[src/hw/rtl/i2cm_pkg.sv]
// ----------------------------------------------------------------------------
// i2cm_pkg: shared types and codes of the I2C register access master
// Request and response payloads, command codes and the bus sequencer steps.
// ----------------------------------------------------------------------------
package i2cm_pkg;

  // Command codes carried by a request.
  localparam logic [1:0] CMD_TICK  = 2'd0;
  localparam logic [1:0] CMD_WRITE = 2'd1;
  localparam logic [1:0] CMD_READ  = 2'd2;

  // Byte slots of a transaction.
  localparam logic [1:0] BYTE_ADDR   = 2'd0;
  localparam logic [1:0] BYTE_REG    = 2'd1;
  localparam logic [1:0] BYTE_THIRD  = 2'd2;
  localparam logic [1:0] BYTE_RXDATA = 2'd3;

  // Read status codes.
  localparam logic [1:0] STATUS_OK = 2'd0;

  localparam int unsigned PHASE_W = 16;

  // One request: a timing tick with an optional start command.
  typedef struct packed {
    logic [1:0] cmd;
    logic [6:0] dev_addr;
    logic [7:0] reg_addr;
    logic [7:0] wr_data;
    logic [2:0] ack_check_mask;
    logic       sda_in;
  } req_t;

  // One response: bus line levels and transaction results after the tick.
  typedef struct packed {
    logic       scl_out;
    logic       sda_pull_low;
    logic       busy_res;
    logic       done_res;
    logic [7:0] read_byte;
    logic [1:0] status;
    logic [2:0] nack_flags;
  } rsp_t;

  // Bus sequencer steps, one-hot.
  typedef enum logic [16:0] {
    ST_IDLE = 17'b00000000000000001,
    ST_S0   = 17'b00000000000000010,
    ST_S1   = 17'b00000000000000100,
    ST_S2   = 17'b00000000000001000,
    ST_S3   = 17'b00000000000010000,
    ST_B0   = 17'b00000000000100000,
    ST_B1   = 17'b00000000001000000,
    ST_B2   = 17'b00000000010000000,
    ST_A0   = 17'b00000000100000000,
    ST_A1   = 17'b00000001000000000,
    ST_A2   = 17'b00000010000000000,
    ST_N0   = 17'b00000100000000000,
    ST_N1   = 17'b00001000000000000,
    ST_N2   = 17'b00010000000000000,
    ST_P0   = 17'b00100000000000000,
    ST_P1   = 17'b01000000000000000,
    ST_P2   = 17'b10000000000000000
  } step_t;

endpackage

[src/hw/rtl/i2cm_if.sv]
// ----------------------------------------------------------------------------
// i2cm_if: request and response channels
// Valid/ready channels carrying the request and response payloads.
// ----------------------------------------------------------------------------

// Request channel into the master.
interface i2cm_req_if;
  logic           valid;
  logic           ready;
  i2cm_pkg::req_t data;

  modport source (output valid, output data, input ready);
  modport sink (input valid, input data, output ready);
endinterface

// Response channel out of the master.
interface i2cm_rsp_if;
  logic           valid;
  logic           ready;
  i2cm_pkg::rsp_t data;

  modport source (output valid, output data, input ready);
  modport sink (input valid, input data, output ready);
endinterface

[src/hw/rtl/i2cm_seq.sv]
// ----------------------------------------------------------------------------
// i2cm_seq: bus phase sequencer
// Holds the transaction state and advances it by one tick per request.
// ----------------------------------------------------------------------------
module i2cm_seq (
  input  logic                              clk,
  input  logic                              rst,
  input  logic                              step,
  input  i2cm_pkg::req_t                    req_data,
  input  logic [i2cm_pkg::PHASE_W-1:0]      phase_ticks,
  output i2cm_pkg::rsp_t                    rsp_next
);
  import i2cm_pkg::*;

  step_t              seq_step, seq_step_next, tgt;
  logic [PHASE_W-1:0] phase_count, phase_count_next, pc_inc, limit;
  logic [2:0]         bit_index, bit_index_next;
  logic [1:0]         byte_select, byte_select_next;
  logic [7:0]         rx_shift, rx_shift_next;
  logic [2:0]         nack_seen, nack_seen_next;
  logic               read_mode, read_mode_next;
  logic [6:0]         held_dev_addr, held_dev_addr_next;
  logic [7:0]         held_reg_addr, held_reg_addr_next;
  logic [7:0]         held_wr_data, held_wr_data_next;
  logic [2:0]         held_mask, held_mask_next;
  logic               scl_level, scl_level_next;
  logic               sda_low_level, sda_low_level_next;
  logic               ack_bit, ack_bit_next;
  logic [7:0]         read_byte, read_byte_next;
  logic [1:0]         status, status_next;
  logic [2:0]         nack_flags, nack_flags_next;
  logic               done;
  logic               apply;
  logic [7:0]         tx_byte;
  logic [3:0]         byte_onehot;

  // A zero phase length behaves as one tick.
  assign limit  = (phase_ticks == '0) ? PHASE_W'(1) : phase_ticks;
  assign pc_inc = phase_count + PHASE_W'(1);
  assign byte_onehot = 4'b0001 << byte_select;

  // Next state: pick the next phase, then apply its line levels.
  always_comb begin
    seq_step_next      = seq_step;
    phase_count_next   = phase_count;
    bit_index_next     = bit_index;
    byte_select_next   = byte_select;
    rx_shift_next      = rx_shift;
    nack_seen_next     = nack_seen;
    read_mode_next     = read_mode;
    held_dev_addr_next = held_dev_addr;
    held_reg_addr_next = held_reg_addr;
    held_wr_data_next  = held_wr_data;
    held_mask_next     = held_mask;
    scl_level_next     = scl_level;
    sda_low_level_next = sda_low_level;
    ack_bit_next       = ack_bit;
    read_byte_next     = read_byte;
    status_next        = status;
    nack_flags_next    = nack_flags;
    done               = 1'b0;
    apply              = 1'b0;
    tgt                = seq_step;
    tx_byte            = 8'hFF;

    if (seq_step == ST_IDLE) begin
      // A start command latches the operands and raises SCL.
      if (req_data.cmd == CMD_WRITE || req_data.cmd == CMD_READ) begin
        held_dev_addr_next = req_data.dev_addr;
        held_reg_addr_next = req_data.reg_addr;
        held_wr_data_next  = req_data.wr_data;
        held_mask_next     = req_data.ack_check_mask;
        read_mode_next     = (req_data.cmd == CMD_READ);
        byte_select_next   = BYTE_ADDR;
        bit_index_next     = 3'd7;
        nack_seen_next     = 3'b000;
        rx_shift_next      = 8'h00;
        phase_count_next   = '0;
        if (req_data.cmd == CMD_READ) begin
          status_next = STATUS_OK;
        end
        apply = 1'b1;
        tgt   = ST_S0;
      end
    end else begin
      phase_count_next = pc_inc;
      if (pc_inc >= limit) begin
        phase_count_next = '0;
        apply            = 1'b1;
        case (seq_step)
          ST_S0: tgt = ST_S1;
          ST_S1: tgt = ST_S2;
          ST_S2: tgt = ST_S3;
          ST_S3: begin
            bit_index_next = 3'd7;
            tgt            = ST_B0;
          end
          ST_B0: tgt = ST_B1;
          ST_B1: tgt = ST_B2;
          ST_B2: begin
            if (bit_index == 3'd0) begin
              tgt = ST_A0;
            end else begin
              bit_index_next = bit_index - 3'd1;
              tgt            = ST_B0;
            end
          end
          ST_A0: tgt = ST_A1;
          ST_A1: tgt = ST_A2;
          ST_A2: begin
            // End of an acknowledge or received data bit.
            if (read_mode) begin
              if (byte_select == BYTE_RXDATA) begin
                if (bit_index == 3'd0) begin
                  tgt = ST_N0;
                end else begin
                  bit_index_next = bit_index - 3'd1;
                  tgt            = ST_A0;
                end
              end else if (ack_bit) begin
                status_next = byte_select + 2'd1;
                tgt         = ST_P0;
              end else begin
                byte_select_next = byte_select + 2'd1;
                bit_index_next   = 3'd7;
                case (byte_select)
                  BYTE_ADDR: tgt = ST_B0;
                  BYTE_REG:  tgt = ST_S0;
                  default: begin
                    rx_shift_next = 8'h00;
                    tgt           = ST_A0;
                  end
                endcase
              end
            end else begin
              nack_seen_next = nack_seen | (byte_onehot[2:0] & held_mask & {3{ack_bit}});
              if (byte_select >= BYTE_THIRD) begin
                tgt = ST_P0;
              end else begin
                byte_select_next = byte_select + 2'd1;
                bit_index_next   = 3'd7;
                tgt              = ST_B0;
              end
            end
          end
          ST_N0: tgt = ST_N1;
          ST_N1: tgt = ST_N2;
          ST_N2: tgt = ST_P0;
          ST_P0: tgt = ST_P1;
          ST_P1: tgt = ST_P2;
          default: begin
            // Hold after STOP is over: publish the results.
            tgt  = ST_IDLE;
            done = 1'b1;
            if (read_mode) begin
              if (status == STATUS_OK) begin
                read_byte_next = rx_shift;
              end
            end else begin
              nack_flags_next = nack_seen;
            end
          end
        endcase
      end
    end

    // Byte being shifted out, seen after the slot update.
    case (byte_select_next)
      BYTE_ADDR:  tx_byte = {held_dev_addr_next, 1'b0};
      BYTE_REG:   tx_byte = held_reg_addr_next;
      BYTE_THIRD: tx_byte = read_mode_next ? {held_dev_addr_next, 1'b1} : held_wr_data_next;
      default:    tx_byte = 8'hFF;
    endcase

    // Line levels set on entry to each phase.
    if (apply) begin
      seq_step_next = tgt;
      case (tgt)
        ST_S0, ST_B1, ST_A1, ST_N1, ST_P1: scl_level_next = 1'b1;
        ST_S1, ST_A0, ST_N0, ST_P2:        sda_low_level_next = 1'b0;
        ST_S2, ST_P0:                      sda_low_level_next = 1'b1;
        ST_S3, ST_B2, ST_N2:               scl_level_next = 1'b0;
        ST_B0: sda_low_level_next = ~tx_byte[bit_index_next];
        ST_A2: begin
          ack_bit_next = req_data.sda_in;
          if (read_mode_next && byte_select_next == BYTE_RXDATA) begin
            rx_shift_next = {rx_shift_next[6:0], req_data.sda_in};
          end
          scl_level_next = 1'b0;
        end
        default: ;
      endcase
    end
  end

  // Control state, cleared by reset.
  always_ff @(posedge clk) begin
    if (rst) begin
      seq_step      <= ST_IDLE;
      phase_count   <= '0;
      bit_index     <= 3'd0;
      byte_select   <= BYTE_ADDR;
      rx_shift      <= 8'h00;
      nack_seen     <= 3'b000;
      read_mode     <= 1'b0;
      scl_level     <= 1'b1;
      sda_low_level <= 1'b0;
      ack_bit       <= 1'b0;
      read_byte     <= 8'h00;
      status        <= STATUS_OK;
      nack_flags    <= 3'b000;
    end else if (step) begin
      seq_step      <= seq_step_next;
      phase_count   <= phase_count_next;
      bit_index     <= bit_index_next;
      byte_select   <= byte_select_next;
      rx_shift      <= rx_shift_next;
      nack_seen     <= nack_seen_next;
      read_mode     <= read_mode_next;
      scl_level     <= scl_level_next;
      sda_low_level <= sda_low_level_next;
      ack_bit       <= ack_bit_next;
      read_byte     <= read_byte_next;
      status        <= status_next;
      nack_flags    <= nack_flags_next;
    end
  end

  // Operands held for the transaction.
  always_ff @(posedge clk) begin
    if (step) begin
      held_dev_addr <= held_dev_addr_next;
      held_reg_addr <= held_reg_addr_next;
      held_wr_data  <= held_wr_data_next;
      held_mask     <= held_mask_next;
    end
  end

  // Response for this tick.
  always_comb begin
    rsp_next.scl_out      = scl_level_next;
    rsp_next.sda_pull_low = sda_low_level_next;
    rsp_next.busy_res     = (seq_step_next != ST_IDLE);
    rsp_next.done_res     = done;
    rsp_next.read_byte    = read_byte_next;
    rsp_next.status       = status_next;
    rsp_next.nack_flags   = nack_flags_next;
  end

endmodule

[src/hw/rtl/i2cm_rsp_reg.sv]
// ----------------------------------------------------------------------------
// i2cm_rsp_reg: response output register
// Holds one response until the receiver takes it.
// ----------------------------------------------------------------------------
module i2cm_rsp_reg (
  input  logic           clk,
  input  logic           rst,
  input  logic           load,
  input  i2cm_pkg::rsp_t din,
  output logic           can_load,
  i2cm_rsp_if.source     rsp
);
  import i2cm_pkg::*;

  logic valid;
  rsp_t data;

  // The register can take a new response when empty or being drained.
  assign can_load = !valid || rsp.ready;

  // Valid flag.
  always_ff @(posedge clk) begin
    if (rst) begin
      valid <= 1'b0;
    end else if (load) begin
      valid <= 1'b1;
    end else if (rsp.ready) begin
      valid <= 1'b0;
    end
  end

  // Payload.
  always_ff @(posedge clk) begin
    if (load) begin
      data <= din;
    end
  end

  assign rsp.valid = valid;
  assign rsp.data  = data;

endmodule

[src/hw/rtl/i2c_master_register_access.sv]
// ----------------------------------------------------------------------------
// i2c_master_register_access: I2C master for single register write or read
// Bit-banged I2C sequencer advanced by one request per tick.
// ----------------------------------------------------------------------------
// Usage: every request on req is one timing tick and carries the sampled SDA
// level. A tick in idle with a write or read command starts a transaction;
// commands while busy are ignored. Each bus phase lasts phase_ticks ticks,
// set through cfg_wr_en/cfg_wr_data while the block is idle (zero acts as 1).
// Every request yields exactly one response on rsp with the SCL level, the
// SDA pull-down, busy and done flags and the last read/write results.
// Latency: the response for a request is valid in the cycle after the
// request is accepted. Throughput: one request per clock cycle unless stalled;
// the whole tick update is one pass through the sequencer into its state registers.
// Reset: SCL high, SDA released, sequencer idle, results zero, phase_ticks 1.
// Stall: while a response waits and rsp.ready is low, req.ready stays low
// and the sequencer state holds.
// ----------------------------------------------------------------------------
module i2c_master_register_access (
  input  logic                          clk,
  input  logic                          rst,
  input  logic                          cfg_wr_en,
  input  logic [i2cm_pkg::PHASE_W-1:0]  cfg_wr_data,
  i2cm_req_if.sink                      req,
  i2cm_rsp_if.source                    rsp
);
  import i2cm_pkg::*;

  logic [PHASE_W-1:0] phase_ticks;
  logic               accept;
  logic               can_load;
  rsp_t               rsp_next;

  // Phase length register.
  always_ff @(posedge clk) begin
    if (rst) begin
      phase_ticks <= PHASE_W'(1);
    end else if (cfg_wr_en) begin
      phase_ticks <= cfg_wr_data;
    end
  end

  // Handshake: a request is taken when the response register has room.
  assign req.ready = can_load;
  assign accept    = req.valid && can_load;

  i2cm_seq u_seq (
    .clk         (clk),
    .rst         (rst),
    .step        (accept),
    .req_data    (req.data),
    .phase_ticks (phase_ticks),
    .rsp_next    (rsp_next)
  );

  i2cm_rsp_reg u_rsp_reg (
    .clk      (clk),
    .rst      (rst),
    .load     (accept),
    .din      (rsp_next),
    .can_load (can_load),
    .rsp      (rsp)
  );

  // A finished transaction is never reported as still busy.
  assert property (@(posedge clk) disable iff (rst)
    rsp.valid && rsp.data.done_res |-> !rsp.data.busy_res)
    else $error("done reported while busy");

  // A stalled response blocks new requests.
  assert property (@(posedge clk) disable iff (rst)
    rsp.valid && !rsp.ready |-> !req.ready)
    else $error("request taken while response stalled");

  // Every accepted request produces a response in the next cycle.
  assert property (@(posedge clk) disable iff (rst)
    req.valid && req.ready |=> rsp.valid)
    else $error("response missing after accepted request");

  // The bus lines hold steady while a response is stalled.
  assert property (@(posedge clk) disable iff (rst)
    rsp.valid && !rsp.ready |=> $stable(rsp.data.scl_out) && $stable(rsp.data.sda_pull_low))
    else $error("bus levels changed without a request");

endmodule
[src/flat_wrapper.sv]
// flat-port wrapper written by rule: the top's interface ports become plain ports
module i2c_master_register_access_flat import i2cm_pkg::*;
  (clk, rst, cfg_wr_en, cfg_wr_data, req_valid, req_data, req_ready, rsp_valid, rsp_data, rsp_ready);
  i2cm_req_if req_i ();
  i2cm_rsp_if rsp_i ();
  input  logic clk;
  input  logic rst;
  input  logic cfg_wr_en;
  input  logic [i2cm_pkg::PHASE_W-1:0] cfg_wr_data;
  input wire logic [$bits(req_i.valid)-1:0] req_valid;
  input wire logic [$bits(req_i.data)-1:0] req_data;
  output wire logic [$bits(req_i.ready)-1:0] req_ready;
  output wire logic [$bits(rsp_i.valid)-1:0] rsp_valid;
  output wire logic [$bits(rsp_i.data)-1:0] rsp_data;
  input wire logic [$bits(rsp_i.ready)-1:0] rsp_ready;
  assign req_i.valid = req_valid;
  assign req_i.data = req_data;
  assign req_ready = req_i.ready;
  assign rsp_valid = rsp_i.valid;
  assign rsp_data = rsp_i.data;
  assign rsp_i.ready = rsp_ready;
  i2c_master_register_access u_core (.clk(clk), .rst(rst), .cfg_wr_en(cfg_wr_en), .cfg_wr_data(cfg_wr_data), .req(req_i), .rsp(rsp_i));
endmodule
[config.mk]
export PLATFORM = sky130hd
export DESIGN_NAME = i2c_master_register_access_flat
export DESIGN_NICKNAME = d
export VERILOG_FILES = /design/src/hw/rtl/i2cm_pkg.sv /design/src/hw/rtl/i2cm_if.sv /design/src/hw/rtl/i2cm_seq.sv /design/src/hw/rtl/i2cm_rsp_reg.sv /design/src/hw/rtl/i2c_master_register_access.sv /design/src/flat_wrapper.sv
export SDC_FILE = /design/constraint.sdc
export NUM_CORES = 1
export LEC_CHECK = 0
export BUFFER_PORTS_ARGS = -buffer_cell sky130_fd_sc_hd__buf_2
export CORE_MARGIN = 5
export CORE_UTILIZATION = 56
export CTS_BUF_LIST = sky130_fd_sc_hd__clkbuf_8
export DETAILED_ROUTE_END_ITERATION = 10
export PLACE_DENSITY_LB_ADDON = 0.3
export SLEW_MARGIN = 30
export SYNTH_ARGS = -nofsm -noshare
export SYNTH_HDL_FRONTEND = slang
export SYNTH_HIERARCHICAL = 1
export SYNTH_SLANG_ARGS = --single-unit
[constraint.sdc]
create_clock -name clk -period 5.7 [get_ports clk]
set_input_delay 1.14 -clock clk [delete_from_list [all_inputs] [get_ports clk]]
set_output_delay 1.14 -clock clk [all_outputs]
set_load 0.01 [all_outputs]
==> results.md <==
* Peak VDD IR at 149 µV
* Core footprint at 13,300 µm²
* Final Hold Violating Endpoints at 0
* Sink Count at approximately 130
* Final min period at 5.39 ns
* GPL Wtd Cong at ~0.96
* Avg WL per Cell at around 17 µm
* EDFF count, synth at 43
* Hold crit path type: reg2reg
* Top Ports at 69
* Die Span X at 127 µm
* HPWL Detailed at 14,100 µm
* Antenna-violating nets left at 0
* TritonRoute pass-1 iters at 6
* Register area share after synthesis at a little under 40%
* Hold Crit Depth at 2
* Full die area at ~16,000 µm²
* Crit Path Max Fanout at 5
* Layout cells sized above 1 at around 17%
* Fillers at between 1k and 1.5k
* Vias in the first global route at 6,265
* Power Dens Cells at approximately 270 nW/µm²
* CTS tree: built
* Netlist Area Pre-Place at between 7000 and 8000 µm²
* Yosys reg bits at 126
* Synth Instances at 920
* Worst path required time at just under 6 ns
* N_diodes at 0
* Psw at roughly 720 µW
* Detailed router's first-iteration violation count at ~770
* RSZ-0062 raised after global routing: no
* Yosys top cell by area: dfxtp_1
* Pint at 1.58 mW
* Rows at 42
* Max-slew headroom at between 40% and 50%
* Critical path's slowest cell: or4b_1
* Sequential power share at roughly 45%
* Clk root buf: clkbuf_8
* Final wirelength at about 20,000 µm
* Sw Ratio at a little under a third
* H-tree levels at 4
* Synth top area cells: dfxtp_1, edfxtp_1, nor2_1
* Async SR Flop Fraction at 0%
* Synth Warn # at 6
* Synthesized net count at roughly 1,000
* Setup ws final at between 0.3 and 0.4 ns
* Pin count of the biggest net entering global routing at 77
* R2r setup slk at 0.31 ns
* Setup slack at placement at 0.191 ns
* Cell mode on critical path: and3_1
* Later-pin clock latency in the skew report at 0.45 ns
* Setup TNS at 0 ns
* Critical path class: reg2reg
* Clk buf depth at 2
* Cell breakdown of the critical path: ha_1 > and3_1 > and3_1 > and3_1 > and3_1 > and3_1 > nand3_1 > xnor2_1 > ha_1 > nand4_1 > or4_1 > o32a_1 > buf_4 > a21oi_4 > mux2i_1 > or4b_1 > and4bb_1 > nand2_1 > a21oi_1 > nand2_1
* Status: completed
* Commonest cells post-synth: nor2_1, nand2_1, dfxtp_1, a21oi_1, edfxtp_1
* Slowest stage delay, CP at slightly below 0.6 ns
* Final setup vio count at 0
* WP data arrival at roughly 5.6 ns
* Routed vias/inst at 5.95
* Register-to-Register Path Depth at 20
* DRC violations left at 0
* CTS Buf Count at 17
* Mapped Avg Cell Area at slightly above 8 µm²
* Final nets at around 1.0k
* Max Cap Viol at 0
* Synth Flop Type: dfxtp_1
* Share of the synthesized area in the top cell type at 21.8%
* Lkg Pwr at approximately 3.5 nW
* Post-synthesis to final-layout area growth at 11.7%
* Clock power share at between 30% and 40%
* Initial core utilization at a little under three fifths
* First-pass GRT wire length at 31,600 µm
* DR vias at just under 7k
* Logic pwr share at 20.8%
* Max-slew violation count at 0
* Worst Setup End Kind: flop
* GRT Overall Usage at between 20% and 30%
* Clk slew on worst S/H paths at about 0.080 ns
* Setup Skew at around 0.014 ns
* Distinct cells, synth at 79
* Final worst path period share at a little over nine tenths
* GR Overflow Total at 0
* Worst setup SP type: flop
* Initial antenna violation count at 0
* F_max at around 190 MHz
* Count leader, synth: nor2_1
* Worst slew pin tran at around 0.90 ns
* Port bufs at just under 70
* Die height at approximately 130 µm
[placed cells by master (no fill, tap or decap), types with 6 or more instances in the layout]
master and count:
nand2b_1 7, ha_1 25, mux2_2 16, xnor2_1 8
or3_1 6, nor2_1 139, buf_4 16, a31oi_1 7
xor2_1 18, buf_2 68, o211ai_1 6, nor3_1 24
inv_1 27, clkbuf_8 19, and3_1 12, edfxtp_1 43
dfxtp_1 82, nand3_1 23, nand2_1 132, nor4_1 11
mux2i_1 30, a22oi_1 14, a21oi_1 58, nand4_1 14
a211oi_1 14, nor2b_1 6, o21ai_0 38
[worst paths after layout]
kind                                    start                             to
setup / recovery  u_core/u_seq/phase_count[0]  u_core/u_rsp_reg/rsp.data[15]
hold / removal     u_core/u_seq/nack_flags[1]     u_core/u_seq/nack_flags[1]
setup reg to reg  u_core/u_seq/phase_count[0]  u_core/u_rsp_reg/rsp.data[15]
hold reg to reg    u_core/u_seq/nack_flags[1]     u_core/u_seq/nack_flags[1]
[routing by layer]
metal | wire length [µm] | vias up | GRT usage (%)
li1 | - | 3396 | -
met5 | 0 | - | 0
met1 | 9000 | 3164 | 33.8
met4 | 629 | 0 | 10.6
met2 | 8530 | 270 | 35.7
met3 | 1460 | 49 | 5.63
[flip-flops by register name, indices dropped and copies added, names as in the netlist]
register / flops
u_core/u_rsp_reg/rsp.data: 17
u_core/u_seq/seq_step: 17
u_core/phase_ticks: 16
u_core/u_seq/phase_count: 16
u_core/u_seq/held_reg_addr: 8
u_core/u_seq/held_wr_data: 8
u_core/u_seq/read_byte: 8
u_core/u_seq/rx_shift: 8
u_core/u_seq/held_dev_addr: 7
u_core/u_seq/bit_index: 3
u_core/u_seq/held_mask: 3
u_core/u_seq/nack_flags: 3
u_core/u_seq/nack_seen: 3
u_core/u_seq/byte_select: 2
u_core/u_seq/status: 2
u_core/u_rsp_reg/rsp.valid: 1
u_core/u_seq/ack_bit: 1
u_core/u_seq/read_mode: 1
u_core/u_seq/scl_level: 1
u_core/u_seq/sda_low_level: 1
[cell families (layout without fill, tap and decap cells)]
kind of cell,Yosys count,in the layout,share of synthesized area [%]
muxes,50,50,6.89
DFF,126,126,38.8
AOI/OAI and AO/OA,197,197,17.0
xor gates and xnor gates,26,26,2.99
adders and majority gates,25,25,4.11
and+or+nand+nor,414,414,25.5
buffers and inverters,82,143,4.67
[power groups by stage]
stage / clock [mW] / combinational [mW] / sequential (mW)
6_report: 0.783 / 0.476 / 1.04
5_1_grt: 0.835 / 0.524 / 1.04
4_1_cts: 0.796 / 0.463 / 1.03
3_5_place_dp: 0 / 0.459 / 1.05
3_3_place_gp: 0 / 0.455 / 1.05
2_1_floorplan: 0 / 0.346 / 1.03
[layout make-up]
class / count / area (µm²) / area share, %
sequential: 126 / 2950 / 34.8
multi-input combinational: 712 / 4360 / 51.3
clock inverter: 13 / 138 / 1.62
timing repair buffer: 84 / 460 / 5.42
inverter: 27 / 101 / 1.19
tap: 176 / 220 / 2.59
clock buffer: 19 / 262 / 3.08
[through the flow]
step	total power [mW]	hold WS [ns]	utilization [%]	instances	cell area, µm²
final	2.29	0.476	63.9	1157	8500
after global routing	2.40	0.509	63.9	1157	8500
after CTS	2.29	0.472	63.5	1156	8440
after detailed placement	1.51	0.459	60.5	1124	8040
after global placement	1.51	0.444	60.4	1124	8030
after floorplan	1.38	0.431	-	920	7600
[critical path, delay by kind of cell (launching register included)]
kind	cells	cell delay [ns]
compound gates	3	0.74
mux	1	0.10
buf+inv	1	0.19
fa+ha+maj	2	0.51
flops	1	0.37
xor+xnor	1	0.16
simple gates	12	3.07
[timing repair]
item	4_1_cts	5_1_grt
setup buffers	0	1
setup endpoints to repair	0	13
resized for setup	0	14
hold buffers	0	0
No activity file was read; power rests on OpenSTA's default activity.
